[config.mk]
export PLATFORM = sky130hd
export DESIGN_NAME = w3ss_front
export DESIGN_NICKNAME = d
export VERILOG_FILES = /design/src/w3ss_pkg.sv /design/src/w3ss_front.sv
export SDC_FILE = /design/constraint.sdc
export NUM_CORES = 1
export LEC_CHECK = 0
export BUFFER_PORTS_ARGS = -buffer_cell sky130_fd_sc_hd__buf_2
export CORE_ASPECT_RATIO = 0.75
export CORE_MARGIN = 2
export CORE_UTILIZATION = 40
export CTS_BUF_LIST = sky130_fd_sc_hd__clkbuf_8
export DETAILED_ROUTE_END_ITERATION = 8
export GPL_ROUTABILITY_DRIVEN = 0
export PLACE_DENSITY = 0.61
export SETUP_SLACK_MARGIN = 0.5
export SYNTH_ARGS = -nofsm -noshare
export SYNTH_HDL_FRONTEND = slang
export SYNTH_SLANG_ARGS = --single-unit
[constraint.sdc]
create_clock -name clk -period 5.8 [get_ports clk]
set_clock_uncertainty 0.15 [all_clocks]
set_input_delay 0.29 -clock clk [delete_from_list [all_inputs] [get_ports clk]]
set_output_delay 0.29 -clock clk [all_outputs]
set_load 0.03 [all_outputs]
[src/w3ss_pkg.sv]
// Shared types and constants of the weighted 3x3 smoothing stencil.
`timescale 1ns / 1ps
`default_nettype none

package w3ss_pkg;

    localparam int PIXEL_W     = 16;
    localparam int CFG_W       = 13;
    localparam int ROW_W       = 12;
    localparam int MAX_HEIGHT  = 4096;
    localparam int MIN_DIM     = 2;
    localparam int QUEUE_DEPTH = 4;

    localparam logic [CFG_W-1:0] DIM_RESET = 13'd4096;

    localparam int DIVISOR     = 50;
    localparam int SUM_W       = PIXEL_W + 6;
    localparam int MAG_W       = PIXEL_W + 5;
    localparam int RECIP_SHIFT = MAG_W + 6;
    localparam int RECIP_W     = RECIP_SHIFT - 5;
    localparam int PROD_W      = MAG_W + RECIP_W;

    localparam logic [RECIP_W-1:0] RECIP =
        RECIP_W'(((64'd1 << RECIP_SHIFT) + 64'(DIVISOR - 1)) / 64'(DIVISOR));

    localparam logic signed [SUM_W-1:0] CENTRE_WEIGHT = 22'sd42;

    typedef enum logic {
        CFG_IMAGE_WIDTH  = 1'b0,
        CFG_IMAGE_HEIGHT = 1'b1
    } cfg_index_t;

    typedef struct packed {
        logic signed [PIXEL_W-1:0] pixel_in;
        logic                      drain;
    } in_word_t;

    typedef struct packed {
        logic signed [PIXEL_W-1:0] smoothed;
        logic                      end_of_row;
        logic                      end_of_frame;
    } out_word_t;

    typedef struct packed {
        logic signed [PIXEL_W-1:0] pixel;
        logic                      store;
        logic                      top_edge;
        logic                      emit;
        logic                      left_edge;
        logic                      end_of_row;
        logic                      end_of_frame;
    } cmd_t;

endpackage

`default_nettype wire

[src/w3ss_front.sv]
// Front end: accepts words, tracks raster positions and issues stencil commands.
`timescale 1ns / 1ps
`default_nettype none

module w3ss_front #(
    parameter int  MAX_WIDTH = 4096,
    localparam int COL_W     = $clog2(MAX_WIDTH)
) (
    input  wire logic                          clk,
    input  wire logic                          rst_n,
    input  wire logic                          in_valid,
    output logic                               in_ready,
    input  wire w3ss_pkg::in_word_t            in_word,
    input  wire logic                          cfg_wr_en,
    input  wire w3ss_pkg::cfg_index_t          cfg_index,
    input  wire logic [w3ss_pkg::CFG_W-1:0]    cfg_data,
    input  wire logic                          q_ready,
    output logic                               push,
    output w3ss_pkg::cmd_t                     cmd,
    output logic [COL_W-1:0]                   cmd_col
);
    import w3ss_pkg::*;

    localparam int EXT_W = (COL_W + 1 > CFG_W) ? COL_W + 1 : CFG_W;

    logic [CFG_W-1:0] width_reg;
    logic [CFG_W-1:0] height_reg;
    logic [COL_W-1:0] in_col_reg;
    logic [COL_W-1:0] in_col_next;
    logic [ROW_W-1:0] in_row_reg;
    logic [ROW_W-1:0] in_row_next;
    logic             in_done_reg;
    logic             in_done_next;
    logic [COL_W-1:0] out_col_reg;
    logic [COL_W-1:0] out_col_next;
    logic [ROW_W-1:0] out_row_reg;
    logic [ROW_W-1:0] out_row_next;

    logic [EXT_W-1:0] width_ext;
    logic [EXT_W-1:0] width_eff;
    logic [CFG_W-1:0] height_eff;
    logic [COL_W-1:0] col_last;
    logic [ROW_W-1:0] row_last;
    logic             accept;
    logic             is_pixel;
    logic             primed;
    logic             take_col;
    logic             emit;
    logic             out_col_end;
    logic             out_row_end;

    assign width_ext = EXT_W'(width_reg);

    always_comb
    begin
        priority if (width_ext < EXT_W'(MIN_DIM))
            width_eff = EXT_W'(MIN_DIM);
        else if (width_ext > EXT_W'(MAX_WIDTH))
            width_eff = EXT_W'(MAX_WIDTH);
        else
            width_eff = width_ext;
    end

    always_comb
    begin
        priority if (height_reg < CFG_W'(MIN_DIM))
            height_eff = CFG_W'(MIN_DIM);
        else if (height_reg > CFG_W'(MAX_HEIGHT))
            height_eff = CFG_W'(MAX_HEIGHT);
        else
            height_eff = height_reg;
    end

    assign col_last = COL_W'(width_eff - EXT_W'(1));
    assign row_last = ROW_W'(height_eff - CFG_W'(1));

    assign in_ready    = q_ready;
    assign accept      = in_valid && in_ready;
    assign is_pixel    = !in_word.drain && !in_done_reg;
    assign primed      = (in_row_reg > ROW_W'(1))
                      || (in_row_reg == ROW_W'(1) && in_col_reg != '0);
    assign take_col    = accept && (is_pixel || in_done_reg);
    assign emit        = take_col && (in_done_reg || primed);
    assign out_col_end = (out_col_reg == col_last);
    assign out_row_end = (out_row_reg == row_last);

    always_comb
    begin
        in_col_next  = in_col_reg;
        in_row_next  = in_row_reg;
        in_done_next = in_done_reg;
        out_col_next = out_col_reg;
        out_row_next = out_row_reg;
        if (take_col)
        begin
            if (in_col_reg == col_last)
            begin
                in_col_next = '0;
                if (is_pixel)
                begin
                    if (in_row_reg == row_last)
                        in_done_next = 1'b1;
                    else
                        in_row_next = in_row_reg + ROW_W'(1);
                end
            end
            else
            begin
                in_col_next = in_col_reg + COL_W'(1);
            end
        end
        if (emit)
        begin
            if (out_col_end)
            begin
                out_col_next = '0;
                if (out_row_end)
                begin
                    // frame complete: rewind every position
                    in_col_next  = '0;
                    in_row_next  = '0;
                    in_done_next = 1'b0;
                    out_row_next = '0;
                end
                else
                begin
                    out_row_next = out_row_reg + ROW_W'(1);
                end
            end
            else
            begin
                out_col_next = out_col_reg + COL_W'(1);
            end
        end
    end

    always_ff @(posedge clk or negedge rst_n)
    begin
        if (!rst_n)
        begin
            width_reg   <= DIM_RESET;
            height_reg  <= DIM_RESET;
            in_col_reg  <= '0;
            in_row_reg  <= '0;
            in_done_reg <= 1'b0;
            out_col_reg <= '0;
            out_row_reg <= '0;
        end
        else if (cfg_wr_en)
        begin
            unique case (cfg_index)
                CFG_IMAGE_WIDTH:  width_reg  <= cfg_data;
                CFG_IMAGE_HEIGHT: height_reg <= cfg_data;
            endcase
            in_col_reg  <= '0;
            in_row_reg  <= '0;
            in_done_reg <= 1'b0;
            out_col_reg <= '0;
            out_row_reg <= '0;
        end
        else
        begin
            in_col_reg  <= in_col_next;
            in_row_reg  <= in_row_next;
            in_done_reg <= in_done_next;
            out_col_reg <= out_col_next;
            out_row_reg <= out_row_next;
        end
    end

    assign push             = take_col;
    assign cmd_col          = in_col_reg;
    assign cmd.pixel        = in_word.pixel_in;
    assign cmd.store        = is_pixel;
    assign cmd.top_edge     = is_pixel && (in_row_reg == ROW_W'(1));
    assign cmd.emit         = emit;
    assign cmd.left_edge    = (out_col_reg == '0);
    assign cmd.end_of_row   = out_col_end;
    assign cmd.end_of_frame = out_col_end && out_row_end;

endmodule

`default_nettype wire

==> flow_summary.ini <==
[critical_path]
critPathKind = flip-flop to output pin
crit_chain = or4_4, o41ai_4, buf_4, ha_4, or4b_2, o21ai_0, o211ai_1, xor2_1, or3_1, nor4_4, and2_2, buf_2
rrSetupSlack_ps = 780
path_max_fanout = 14
reg2reg_to = in_row_reg[3]$_DFF_PN0_
arrival_ps = 4690
reg2reg_depth = 12
cp_data_required_time_ps = 5360
endpoint_kind = output pin
startpoint_type = flip-flop
r2r_start = width_ext[3]$_DFFE_PN0P_
worst_path_max_delay_cell = or4_4
max_stage_delay_ps = 650

[placement]
hpwl_um = 13900
port_buffers = 39

[layout]
drive_gt1_frac = 0.188
fin_nets = 794
fillers = 1533
diodes = 0
area_growth_pct = 6.27

[hold_path]
hold_depth = 3
whs_endpoint = width_ext[11]$_DFFE_PN0P_
hold_path_class = input pin to flip-flop
hold_start = cfg_data[11]

[floorplan]
fp.coreArea_um2 = 15400
die_w_um = 150
die_h_um = 113
initial_core_util = 0.414
ios = 72
floorplan.rows = 39
die-area_um2 = 17000

[cts]
cts_buffer_depth = 2
clock-sinks = 75
root_buffer = clkbuf_8
cts.clk_slew.worst_paths_ps = 80
cts_tree = done
numCtsBuffers = 9
clk-insertion-delay-late_ps = 370
htreeDepth = 3

[global_routing]
grt.total_usage = 0.222
grt_pass1_vias = 5592
grt_max_degree = 76
grt_overflow = 0
antenna_found_initial = 0
grt_pass1_wl_um = 30000

[timing]
whs_ps = 26.9
post-route-period-util = 0.884
min_period_ps = 5130
slew_headroom = 0.322
setup_viol = 0
max_slew.worst_pin.slew_ps = 1010
rsz0062_at_grt = no
hold_viol_final = 0
setup_tns_ps = 0
fmax_ghz = 0.195
slew_violations = 0

[synth]
syn-cell-area_um2 = 6390
synthCells = 760
syn_avg_cell_area_um2 = 8.41
yosysSeqAreaShare = 0.294
synth_warnings = 0
synthDistinctLibCells = 88
postSynth.asyncResetShare = 1.00
ys.flop_type = dfrtp_1
synth_nets = 806
synth.ff_latch_count = 75
synth_edf_count = 0

[status]
status = completed

[detailed_routing]
routed_wl_um = 18500
via_per_inst = 6.25
post_drt_wl_per_cell_um = 19.3
final_antenna_net_count = 0
first_iter_violations = 576
via_count = 5985
route.detailed.drc = 0
drtPass1Iterations = 6

[power]
ir_drop_v = 0.000122
p_leak_nw = 2.58
power_density_nw_per_um2 = 231

[flow_run]
drv_cap = 0
==> report_power, final <==
group          switching (mW)  total (mW)  internal, mW
combinational           0.278       0.476         0.198
clock                   0.207       0.445         0.238
sequential             0.0889       0.645         0.556
total                   0.574        1.57         0.992
==> metrics by stage <==
| step | instances | area [um2] | power [mW] | setup slack [ps] | utilization |
|---|---|---|---|---|---|
| after floorplan | 760 | 6390 | 0.992 | 1170 | - |
| after global placement | 935 | 6500 | 1.08 | 579 | 0.421 |
| after detailed placement | 935 | 6500 | 1.09 | 413 | 0.421 |
| after CTS | 951 | 6730 | 1.55 | 503 | 0.436 |
| after global routing | 957 | 6790 | 1.65 | 491 | 0.440 |
| final | 957 | 6790 | 1.57 | 670 | 0.440 |
==> cell usage after synthesis (5+ instances only) <==
library cell / number / share of area
clkbuf_1: 45 / 0.026
buf_4: 20 / 0.024
nor2b_1: 11 / 0.011
a21oi_1: 21 / 0.016
mux2_2: 25 / 0.044
nor2_1: 49 / 0.029
nor3_1: 25 / 0.020
or2_2: 5 / 0.0049
o21ai_0: 38 / 0.030
o211ai_1: 11 / 0.013
o31a_1: 5 / 0.0069
a21oi_2: 13 / 0.018
nand4_1: 19 / 0.019
nand2_1: 45 / 0.026
a21o_1: 6 / 0.0071
a2111oi_0: 8 / 0.011
and2_1: 5 / 0.0049
nand3_1: 28 / 0.022
xnor2_1: 32 / 0.044
inv_1: 38 / 0.022
dfrtp_1: 73 / 0.29
o2111ai_1: 6 / 0.0082
o41ai_1: 6 / 0.0082
nor3_2: 7 / 0.011
xor2_1: 22 / 0.030
nand2b_1: 10 / 0.0098
or4_1: 9 / 0.011
and3_1: 7 / 0.0069
or3_1: 14 / 0.014
nor4_1: 29 / 0.028
a211oi_1: 5 / 0.0059
ha_1: 10 / 0.020
o31ai_1: 6 / 0.0071
buf_2: 5 / 0.0039
==> layout by cell type (no fill, tap or decap), drive strengths merged, types with 22 or more instances in the layout <==
cell type  netlist  final
dfrtp           73     73
buf             34     55
nor2            49     49
nand2           45     45
inv             38     39
o21ai           39     39
a21oi           34     34
xnor2           32     32
nor3            32     32
nor4            31     31
nand3           28     28
mux2            25     25
xor2            22     22
==> routing by layer <==
layer	global-route usage	up-vias	part of all wire	wire, um
li1	-	2779	-	-
met1	0.333	2910	0.47	8740
met2	0.307	269	0.41	7600
met3	0.0732	27	0.11	1950
met4	0.0522	0	0.012	224
met5	0	-	0	0
==> worst max-delay path: cells and delay by family (launching register included) <==
kind / cells / cell delay, ps
DFF: 1 / 510
AOI/OAI and AO/OA: 3 / 800
adders and majority gates: 1 / 240
buffers and inverters: 2 / 380
xor gates and xnor gates: 1 / 200
and+or+nand+nor: 5 / 2200
==> worst max path at each step <==
stage	end	cells after the start	startpoint	slack (ps)
after floorplan	out_row_reg[3]$_DFFE_PN0P_	13	width_ext[3]$_DFFE_PN0P_	1170
after global placement	in_row_reg[11]$_DFF_PN0_	11	width_ext[8]$_DFFE_PN0P_	580
after detailed placement	in_row_reg[11]$_DFF_PN0_	11	width_ext[8]$_DFFE_PN0P_	410
after CTS	cmd[0]	11	width_ext[3]$_DFFE_PN0P_	500
after global routing	cmd[0]	12	width_ext[3]$_DFFE_PN0P_	490
final	cmd[0]	12	width_ext[3]$_DFFE_PN0P_	670
==> area by class of cell <==
type / instances / area [um2] / share of cell area
Clock buffer: 9 / 124 / 0.0182
Tap cell: 205 / 256 / 0.0378
Inverter: 39 / 146 / 0.0216
Clock inverter: 6 / 82.6 / 0.0122
Multi-Input combinational cell: 567 / 3970 / 0.585
Sequential cell: 75 / 1880 / 0.277
Timing Repair Buffer: 56 / 328 / 0.0483
==> logic make-up (layout without fill, tap and decap cells) <==
kind of cell	after synthesis	in the layout	share of synthesized area
and+or+nand+nor	293	293	0.262
AOI/OAI and AO/OA	182	182	0.212
buffers and inverters	118	110	0.0899
DFF	75	75	0.294
xor gates and xnor gates	54	54	0.0740
muxes	28	28	0.0488
adders and majority gates	10	10	0.0196
==> repair_timing <==
action                                  in CTS  in global routing
gates cloned                                 0                  0
pin swaps                                    1                  2
hold buffers                                 1                  0
setup buffers                                0                  6
gates resized for setup                      3                  4
endpoints found under the setup margin      27                 30
hold endpoints to repair                    63                  0
No activity file was read; power rests on OpenSTA's default activity.
