===== src/w3ss_fifo.sv =====
// Short command queue between the front end and the stencil datapath.
`timescale 1ns / 1ps
`default_nettype none

module w3ss_fifo #(
    parameter int DATA_W = 8,
    parameter int DEPTH  = 4
) (
    input  wire logic              clk,
    input  wire logic              rst_n,
    input  wire logic              push,
    input  wire logic [DATA_W-1:0] push_data,
    output logic                   not_full,
    input  wire logic              pop,
    output logic                   pop_valid,
    output logic [DATA_W-1:0]      pop_data
);
    localparam int PTR_W = (DEPTH > 1) ? $clog2(DEPTH) : 1;
    localparam int CNT_W = $clog2(DEPTH + 1);

    logic [DATA_W-1:0] slot_reg [DEPTH];
    logic [PTR_W-1:0]  wr_ptr_reg;
    logic [PTR_W-1:0]  wr_ptr_next;
    logic [PTR_W-1:0]  rd_ptr_reg;
    logic [PTR_W-1:0]  rd_ptr_next;
    logic [CNT_W-1:0]  count_reg;
    logic [CNT_W-1:0]  count_next;
    logic              do_push;
    logic              do_pop;

    assign not_full  = (count_reg != CNT_W'(DEPTH));
    assign pop_valid = (count_reg != '0);
    assign pop_data  = slot_reg[rd_ptr_reg];
    assign do_push   = push && not_full;
    assign do_pop    = pop && pop_valid;

    assign wr_ptr_next = (wr_ptr_reg == PTR_W'(DEPTH - 1)) ? '0 : wr_ptr_reg + PTR_W'(1);
    assign rd_ptr_next = (rd_ptr_reg == PTR_W'(DEPTH - 1)) ? '0 : rd_ptr_reg + PTR_W'(1);

    always_comb
    begin
        unique case ({do_push, do_pop})
            2'b10:   count_next = count_reg + CNT_W'(1);
            2'b01:   count_next = count_reg - CNT_W'(1);
            default: count_next = count_reg;
        endcase
    end

    always_ff @(posedge clk or negedge rst_n)
    begin
        if (!rst_n)
        begin
            wr_ptr_reg <= '0;
            rd_ptr_reg <= '0;
            count_reg  <= '0;
        end
        else
        begin
            if (do_push)
                wr_ptr_reg <= wr_ptr_next;
            if (do_pop)
                rd_ptr_reg <= rd_ptr_next;
            count_reg <= count_next;
        end
    end

    always_ff @(posedge clk)
    begin
        if (do_push)
            slot_reg[wr_ptr_reg] <= push_data;
    end

endmodule

`default_nettype wire


===== config.mk =====
export PLATFORM = sky130hd
export DESIGN_NAME = w3ss_fifo
export DESIGN_NICKNAME = d
export VERILOG_FILES = /design/src/w3ss_fifo.sv
export SDC_FILE = /design/constraint.sdc
export NUM_CORES = 1
export LEC_CHECK = 0
export BUFFER_PORTS_ARGS = -buffer_cell sky130_fd_sc_hd__buf_4
export CORE_MARGIN = 1.5
export CORE_UTILIZATION = 45
export DETAILED_ROUTE_END_ITERATION = 10
export PLACE_DENSITY_LB_ADDON = 0.05
export SLEW_MARGIN = 20
export SYNTH_ARGS = -nofsm -noshare
export SYNTH_HDL_FRONTEND = slang
export SYNTH_SLANG_ARGS = --single-unit

===== constraint.sdc =====
create_clock -name clk -period 5.9 [get_ports clk]
set_input_delay 0 -clock clk [delete_from_list [all_inputs] [get_ports clk]]
set_output_delay 0 -clock clk [all_outputs]
set_load 0.01 [all_outputs]

==> results of run 1 <==
stage by stage:
stage	hold WS, ns	total power [W]
2_1_floorplan	-0.296	0.000638
3_3_place_gp	-0.185	0.000744
3_5_place_dp	-0.184	0.000756
4_1_cts	0.0243	0.000890
5_1_grt	0.0141	0.000940
6_report	0.0404	0.000875
layer usage:
layer / track usage [%] / vias to the layer above / share of wire [%]
met5: 0 / - / 0
li1: - / 382 / -
met4: 7.50 / 0 / 1.4
met1: 20.0 / 414 / 42
met2: 24.5 / 24 / 51
met3: 5.77 / 5 / 5.2
synthesized netlist by cell type (all sizes together):
master / count
fa: 1
o21ai: 1
buf: 3
xnor2: 1
xor2: 2
nor2: 3
mux2: 4
mux4: 8
inv: 6
ha: 6
nand2: 3
and3: 4
or3b: 1
edfxtp: 32
dfrtp: 7
or3: 1
logic make-up after synthesis:
group,after synthesis,synth area share [%]
buffers and inverters,9,2.65
AOI/OAI and AO/OA,1,0.311
muxes,12,14.5
and+or+nand+nor,12,4.36
adders and majority gates,7,5.91
DFF,39,70.7
xor gates and xnor gates,3,1.63
how the worst max path moves through the flow:
stage                             from      endpoint  slack (ns)
after CTS                 count_reg[0]  count_reg[2]        3.74
after detailed placement  count_reg[0]  count_reg[2]        3.77
after floorplan           count_reg[0]  count_reg[2]        3.87
after global placement    count_reg[0]  count_reg[2]        3.85
after global routing      count_reg[0]  count_reg[2]        3.56
final                     count_reg[0]  count_reg[2]        3.73
worst max-delay path: stages (launching register included):
cell and delay, ns:
dfrtp_1 0.42, or3b_1 0.50, nand2_4 0.14, ha_1 0.18
inv_1 0.06, fa_1 0.37, xor2_1 0.15, nor2_1 0.11
xor2_1 0.17
power groups by stage:
stage               Sequential, W  Clock, W  Combinational, W
CTS                      0.000435  0.000134          0.000321
global route             0.000445  0.000146          0.000350
detailed placement       0.000441         0          0.000315
floorplan                0.000400         0          0.000238
finish                   0.000433  0.000126          0.000315
global placement         0.000436         0          0.000308
repair_timing:
action,in CTS,in global routing
endpoints found under the hold margin,39,0
endpoints found under the setup margin,0,0
hold buffers,10,0
final cells by class:
type                       count  area (sq um)
multi-input combinational     35           429
tap                           46          57.6
sequential                    39          1140
inverter                       6          22.5
fill                         274          1440
timing repair buffer          31           258
clock buffer                   7          45.0
clock inverter                 1          5.00
==> qor.csv, run 1 <==
metric;value;unit
status;complete, no violations;
Setup crit start kind;flip-flop;
Worst VDD drop;0.244;mV
GR Util All Layers;15.8;%
biggest area consumer among synthesized cells;edfxtp_1;
placed cells;147;
synth top area cells;edfxtp_1 (60%), mux4_2 (11%), dfrtp_1 (11%), ha_1 (4.7%), mux2_4 (1.9%);
Core Util, Final;57.6;%
internal power;0.000598;W
sequential-to-total area share from yosys stat;70.7;%
Tcrit/Tclk final;36.8;%
initial antenna violation count;0;
Core Rows;21;
final cell count without fillers;165;
Antenna diodes;0;
yosys warns;0;
hold depth;3;
Leak;0.761;nW
drc violations;0;
FF-to-FF path depth;8;
Die Height;62.8;um
Root Driver;clkbuf_4;
Gates resized, CTS repair;0;
grt ovf;0;
Reg2Reg Capture Point;count_reg[2];
final setup violation count;0;
Clk network pwr share;14.5;%
vias in the first global route;875;
slew margin rel.;59.3;%
I/O pin count;22;
Clock Skew;0.00284;ns
pre-CTS setup slack;3.77;ns
final slew viol count;0;
FMAX;461;MHz
worst-path maximum fanout;6;
Area Overhead vs Synth;21.5;%
clock sink total;39;
Cell Area, Synth;1610;sq um
drt wl/cell;15.8;um
pwr dens;448;nW/um^2
Post-DRT Antenna Nets;0;
Mapped Cells;83;
total CTS buffers;5;
postcts setup bufs;0;
DP Wirelength;1.64;mm
cell area after layout;1950;sq um
via count;825;
Hold Startpoint;push;
Reg2Reg Setup Slack;3.73;ns
ratio of cells with drive above 1 in the final layout;33.6;%
max reg flops;32;
origin of the critical flop-to-flop path;count_reg[0];
Starting Density;47.4;%
total negative slack;0;ns
Final WS setup;3.73;ns
Min-Delay Endpoint;wr_ptr_reg[1];
most frequent cells in the layout;edfxtp_1 (32), buf_4 (21), dlygate4sd3_1 (10);
first-pass GRT wire length;4.40;mm
chip width;62.8;um
P_sw;0.000277;W
sequential power share;49.5;%
Slew @ Worst Pin;0.610;ns
RePlAce Congestion;0.710;
crit end category;flip-flop;
Sw Ratio;31.6;%
number of max-cap violations;0;
Total Wirelength;2.61;mm
Fin. Hold Viols;0;
#FFs+latches synth;39;
worst-skew pair later-pin latency;0.34;ns
pin count of the biggest net entering global routing;12;
die area;3940;sq um
Placed Area;1800;sq um
initial drt markers;40;
Comb power frac;36.0;%
WP data required;6.17;ns
H-Tree Depth;2;
PortBufs;21;
CTS Buffer Depth;2;
Synth Net Count;102;
library cells used by synthesis;20;
Core Region;3390;sq um
DR pass1 iterations;4;
CP Class;flip-flop to flip-flop;
Avg Inst Size Synth;19.4;sq um
CP Data Arrival Time;2.44;ns
nets@finish;137;
worst min-delay path class;input pin to flip-flop;
RSZ-0062 raised after global routing;no;
most common cell after layout, fill and taps aside;edfxtp_1;
CTS tree;yes;
share of Yosys cell area claimed by the top area cell type;59.8;%
clock slew at reported path FFs;0.10;ns
Vias/cell;5.00;
crit path time final;2.17;ns
(Power assumes the default switching activity.)
==> run 2, diff against run 1 <==
Settings changed: ABC_AREA set to 1.
Clock period 5.9 ns to 2 ns, I/O delays scaled along.
==> qor.csv, run 2 <==
metric;value;unit
status;complete, no violations;
RSZ-0062 raised after global routing;no;
yosys warns;0;
Worst path slowest cell;fa_1;
most frequent cells in the layout;nand2_1 (37), edfxtp_1 (32), inv_1 (29);
nets@finish;211;
EDFF count, synth;32;
total CTS buffers;5;
Setup crit start kind;flip-flop;
Root Driver;clkbuf_8;
Synth async-reset ratio;17.9;%
FMAX;571;MHz
Gates resized, CTS repair;0;
most used cell, CP;inv_1;
Tcrit/Tclk final;87.6;%
share of Yosys cell area claimed by the top area cell type;54.1;%
Placed Area;1980;sq um
Post-DRT Antenna Nets;0;
Layout fillers;312;
pwr dens;1340;nW/um^2
drc violations;0;
met2 Use GR;28.3;%
synth top area cells;edfxtp_1 (54%), dfrtp_1 (9.9%), nand2_1 (7.8%), o211ai_1 (6.3%), inv_1 (6.1%);
cell area after layout;2180;sq um
initial drt markers;33;
max reg flops;32;
die area;4330;sq um
clock slew at reported path FFs;0.08;ns
clock sink total;39;
CTS Buffer Depth;2;
cell family with most CP delay;adder cells;
Leak;0.952;nW
Cell Area, Synth;1780;sq um
H-Tree Depth;2;
library cells used by synthesis;19;
M1 GR Usage;20.0;%
Vias/cell;4.77;
initial antenna violation count;0;
GR Util All Layers;17.1;%
WP data required;2.22;ns
CTS tree;yes;
CP Class;flip-flop to flip-flop;
pin count of the biggest net entering global routing;21;
ratio of cells with drive above 1 in the final layout;20.7;%
biggest area consumer among synthesized cells;edfxtp_1;
number of max-cap violations;0;
WP buf/inv;3;
final setup violation count;0;
chip width;65.8;um
most frequent cell after synthesis;nand2_1;
Clock Skew;0.0105;ns
Core Rows;22;
Area Overhead vs Synth;22.6;%
slew margin rel.;65.6;%
Worst VDD drop;0.765;mV
drt wl/cell;13.0;um
CP cell instances;inv_1 -> nand3_2 -> nand2_2 -> inv_1 -> ha_1 -> inv_1 -> fa_1 -> o21ai_0;
grt ovf;0;
final slew viol count;0;
#FFs+latches synth;39;
RePlAce Congestion;0.712;
Slew @ Worst Pin;0.516;ns
worst-path maximum fanout;4;
vias in the first global route;1113;
worst min-delay path class;input pin to asynchronous set/reset pin;
sequential-to-total area share from yosys stat;63.9;%
crit end category;flip-flop;
dominant synthesized flop cell;edfxtp_1;
GRT met3 Usage;5.28;%
Die Height;65.8;um
total negative slack;0;ns
first-pass GRT wire length;5.25;mm
DR pass1 iterations;3;
commonest cells in the netlist;nand2_1 (37), edfxtp_1 (32), inv_1 (29), o211ai_1 (15), dfrtp_1 (7);
most common cell after layout, fill and taps aside;nand2_1;
CP Data Arrival Time;1.97;ns
via count;1149;
worst-skew pair later-pin latency;0.29;ns
FF-to-FF path depth;8;
Total Wirelength;3.14;mm
number of cells on the critical path;8;
PortBufs;21;
crit path time final;1.75;ns
Core Region;3720;sq um
Synth Net Count;171;
Avg Inst Size Synth;11.7;sq um
Antenna diodes;0;
crit-path max cell delay;0.41;ns
Mapped Cells;152;
DP Wirelength;2.12;mm
I/O pin count;22;
grt peak-use layer;met2;
Starting Density;47.8;%
Fin. Hold Viols;0;
-- run 2: cell count changes after synthesis, moves of 2 or more --
cell,previous run,this run
nand2_1,2,37
mux4_2,8,0
nand3_1,0,5
nor2_1,3,6
xor2_1,2,0
buf_6,1,5
inv_1,6,29
and3_1,4,0
mux2_2,2,0
mux2_4,2,0
o211ai_1,0,15
-- run 2: cell type report --
type / instances / area [sq um] / share of cell area [%]
Sequential cell: 39 / 1140 / 52.2
Multi-Input combinational cell: 78 / 472 / 21.7
Timing Repair Buffer: 38 / 313 / 14.4
Inverter: 30 / 113 / 5.17
Clock buffer: 6 / 72.6 / 3.33
Tap cell: 48 / 60.1 / 2.76
Clock inverter: 2 / 12.5 / 0.574
-- run 2: report_power, final --
| group | switching (W) | internal [W] |
|---|---|---|
| clock | 0.000269 | 0.000243 |
| combinational | 0.000642 | 0.000514 |
| sequential | 0.000165 | 0.00109 |
| total | 0.00108 | 0.00185 |
-- run 2: path summary, 6_finish.rpt --
path                              startpoint        endpoint  slack, ns
min in group clk                push_data[5]  slot_reg[1][5]       0.45
worst min-delay path                   rst_n   wr_ptr_reg[0]       0.05
max in group asynchronous              rst_n    count_reg[0]       1.82
worst max register to register  count_reg[1]    count_reg[1]       0.25
worst max-delay path            count_reg[1]    count_reg[1]       0.25
worst min register to register  count_reg[1]    count_reg[1]       0.50
-- run 2: repair_timing --
item,4_1_cts,5_1_grt
hold buffers,11,0
buffers inserted,0,0
endpoints found under the hold margin,43,0
-- run 2: metrics by stage --
stage | hold WS [ns] | power (W) | setup slack (ns) | cells | utilization, %
final | 0.0491 | 0.00292 | 0.248 | 241 | 58.6
after global routing | 0.0600 | 0.00316 | 0.0867 | 241 | 58.6
after CTS | 0.0437 | 0.00296 | 0.240 | 241 | 58.6
after detailed placement | -0.179 | 0.00243 | 0.257 | 222 | 53.4
after global placement | -0.180 | 0.00238 | 0.299 | 222 | 53.4
after floorplan | -0.296 | 0.00204 | 0.327 | 152 | -
-- run 2: logic make-up (layout without fill, tap and decap cells) --
kind of cell             after synthesis  after routing  synth area share, %
AND/OR/NAND/NOR                       53             53                 13.4
flip-flops                            39             39                 63.9
buffers and inverters                 35             76                 9.51
AO/OA/AOI/OAI                         17             17                 7.32
adder cells (fa/ha/maj)                7              7                 5.35
XOR/XNOR                               1              1                0.493
-- run 2: layer usage --
metal / vias to the layer above / part of all wire (%)
li1: 582 / -
met1: 542 / 44
met2: 19 / 50
met3: 6 / 3.8
met4: 0 / 2.0
met5: - / 0
-- run 2: worst register-to-register path, cell delays in order, from the launching register on --
cell and delay, ns:
dfrtp_1 0.38, inv_1 0.16, nand3_2 0.15, nand2_2 0.11, inv_1 0.05, ha_1 0.18
inv_1 0.08, fa_1 0.41, o21ai_0 0.16
==> run 3, diff against run 2 <==
Settings changed: BUFFER_PORTS_ARGS -buffer_cell sky130_fd_sc_hd__buf_4 to not set, DONT_BUFFER_PORTS set to 1.
==> qor.csv, run 3 (same netlist as run 2, synthesis figures left out) <==
metric;value;unit
final slew viol count;0;
WP buf/inv;3;
Starting Density;47.8;%
Clock Skew;0.00396;ns
total CTS buffers;5;
most common cell after layout, fill and taps aside;nand2_1;
CP Class;flip-flop to flip-flop;
worst-skew pair later-pin latency;0.29;ns
status;complete, no violations;
Vias/cell;4.83;
Slew @ Worst Pin;0.811;ns
RePlAce Congestion;0.814;
DR pass1 iterations;4;
total negative slack;0;ns
post-layout power;0.00290;W
initial antenna violation count;0;
final setup violation count;0;
die area;4330;sq um
Core Rows;22;
FF-to-FF path depth;11;
Area Overhead vs Synth;15.7;%
max reg flops;32;
drt wl/cell;14.0;um
vias in the first global route;1098;
CTS Buffer Depth;2;
H-Tree Depth;2;
Worst VDD drop;0.593;mV
pwr dens;1410;nW/um^2
via count;1068;
pre-CTS setup slack;0.133;ns
crit-path max cell delay;0.39;ns
worst min-delay path class;input pin to asynchronous set/reset pin;
nets@finish;191;
cell family with most CP delay;adder cells;
grt ovf;0;
Post-DRT Antenna Nets;0;
Antenna diodes;0;
pin count of the biggest net entering global routing;21;
crit path time final;1.82;ns
WP data required;2.19;ns
clock slew at reported path FFs;0.08;ns
Core Region;3720;sq um
worst-path maximum fanout;4;
CP cell instances;inv_1 -> nand3_2 -> nand2_2 -> inv_1 -> ha_1 -> inv_1 -> fa_1 -> nand2_1 -> nand3_1 -> nand2_1 -> nand2_1;
initial drt markers;62;
number of cells on the critical path;11;
drc violations;0;
DP Wirelength;2.06;mm
GR Util All Layers;16.3;%
ratio of cells with drive above 1 in the final layout;12.7;%
clock sink total;39;
Total Wirelength;3.08;mm
FMAX;551;MHz
RSZ-0062 raised after global routing;no;
crit end category;flip-flop;
PortBufs;0;
Setup crit start kind;flip-flop;
Root Driver;clkbuf_8;
most frequent cells in the layout;nand2_1 (37), edfxtp_1 (32), inv_1 (28);
CTS tree;yes;
Tcrit/Tclk final;90.8;%
Die Height;65.8;um
I/O pin count;22;
Final WS setup;0.184;ns
Fin. Hold Viols;0;
slew margin rel.;45.7;%
CP Data Arrival Time;2.00;ns
first-pass GRT wire length;5.01;mm
Leak;0.872;nW
chip width;65.8;um
number of max-cap violations;0;
Worst path slowest cell;dfrtp_1;
==> run 3: cell count changes in the layout (fill, tap and decap cells not counted), sizes merged <==
cell,previous run,this run
buf,27,7
bufinv,0,1
clkbuf,6,5
clkinv,1,2
clkinvlp,1,0
==> run 3: power by group <==
group | internal (W) | total (W) | switching, W
Sequential | 0.00109 | 0.00122 | 0.000130
Combinational | 0.000366 | 0.00104 | 0.000669
Clock | 0.000371 | 0.000642 | 0.000271
==> run 3: path summary, 6_finish.rpt <==
kind / startpoint / slack, ns / endpoint
max in group asynchronous: rst_n / 1.68 / wr_ptr_reg[0]
min in group clk: push_data[4] / 0.41 / slot_reg[0][4]
worst min register to register: count_reg[0] / 0.50 / count_reg[0]
worst min-delay path: rst_n / 0.06 / count_reg[1]
worst max register to register: count_reg[2] / 0.18 / count_reg[2]
worst max-delay path: count_reg[2] / 0.18 / count_reg[2]
==> run 3: final cells by class <==
| type | count | area, sq um |
|---|---|---|
| inverter | 30 | 113 |
| multi-input combinational | 78 | 472 |
| sequential | 39 | 1140 |
| clock buffer | 5 | 68.8 |
| fill | 327 | 1660 |
| tap | 48 | 60.1 |
| clock inverter | 3 | 43.8 |
| timing repair buffer | 18 | 163 |
==> run 3: repair_timing <==
| action | CTS | global route |
|---|---|---|
| hold buffers | 11 | 0 |
| resized for setup | 0 | 1 |
| endpoints found under the setup margin | 0 | 1 |
| hold endpoints to repair | 43 | 0 |
| setup buffers | 0 | 2 |
==> run 3: metal layers <==
layer / vias up / wire length (um) / global-route usage [%]
met2: 18 / 1470 / 28.3
li1: 540 / - / -
met1: 505 / 1420 / 18.7
met5: - / 0 / 0
met4: 0 / 44 / 6.25
met3: 5 / 153 / 5.28
==> run 3: per-stage QoR <==
| step | instances | hold WS, ns | utilization (%) | cell area, sq um |
|---|---|---|---|---|
| floorplan | 152 | -0.296 | - | 1780 |
| global placement | 200 | -0.295 | 48.9 | 1820 |
| detailed placement | 200 | -0.295 | 48.9 | 1820 |
| CTS | 219 | 0.0476 | 54.9 | 2040 |
| global route | 221 | 0.0752 | 55.3 | 2060 |
| finish | 221 | 0.0554 | 55.3 | 2060 |
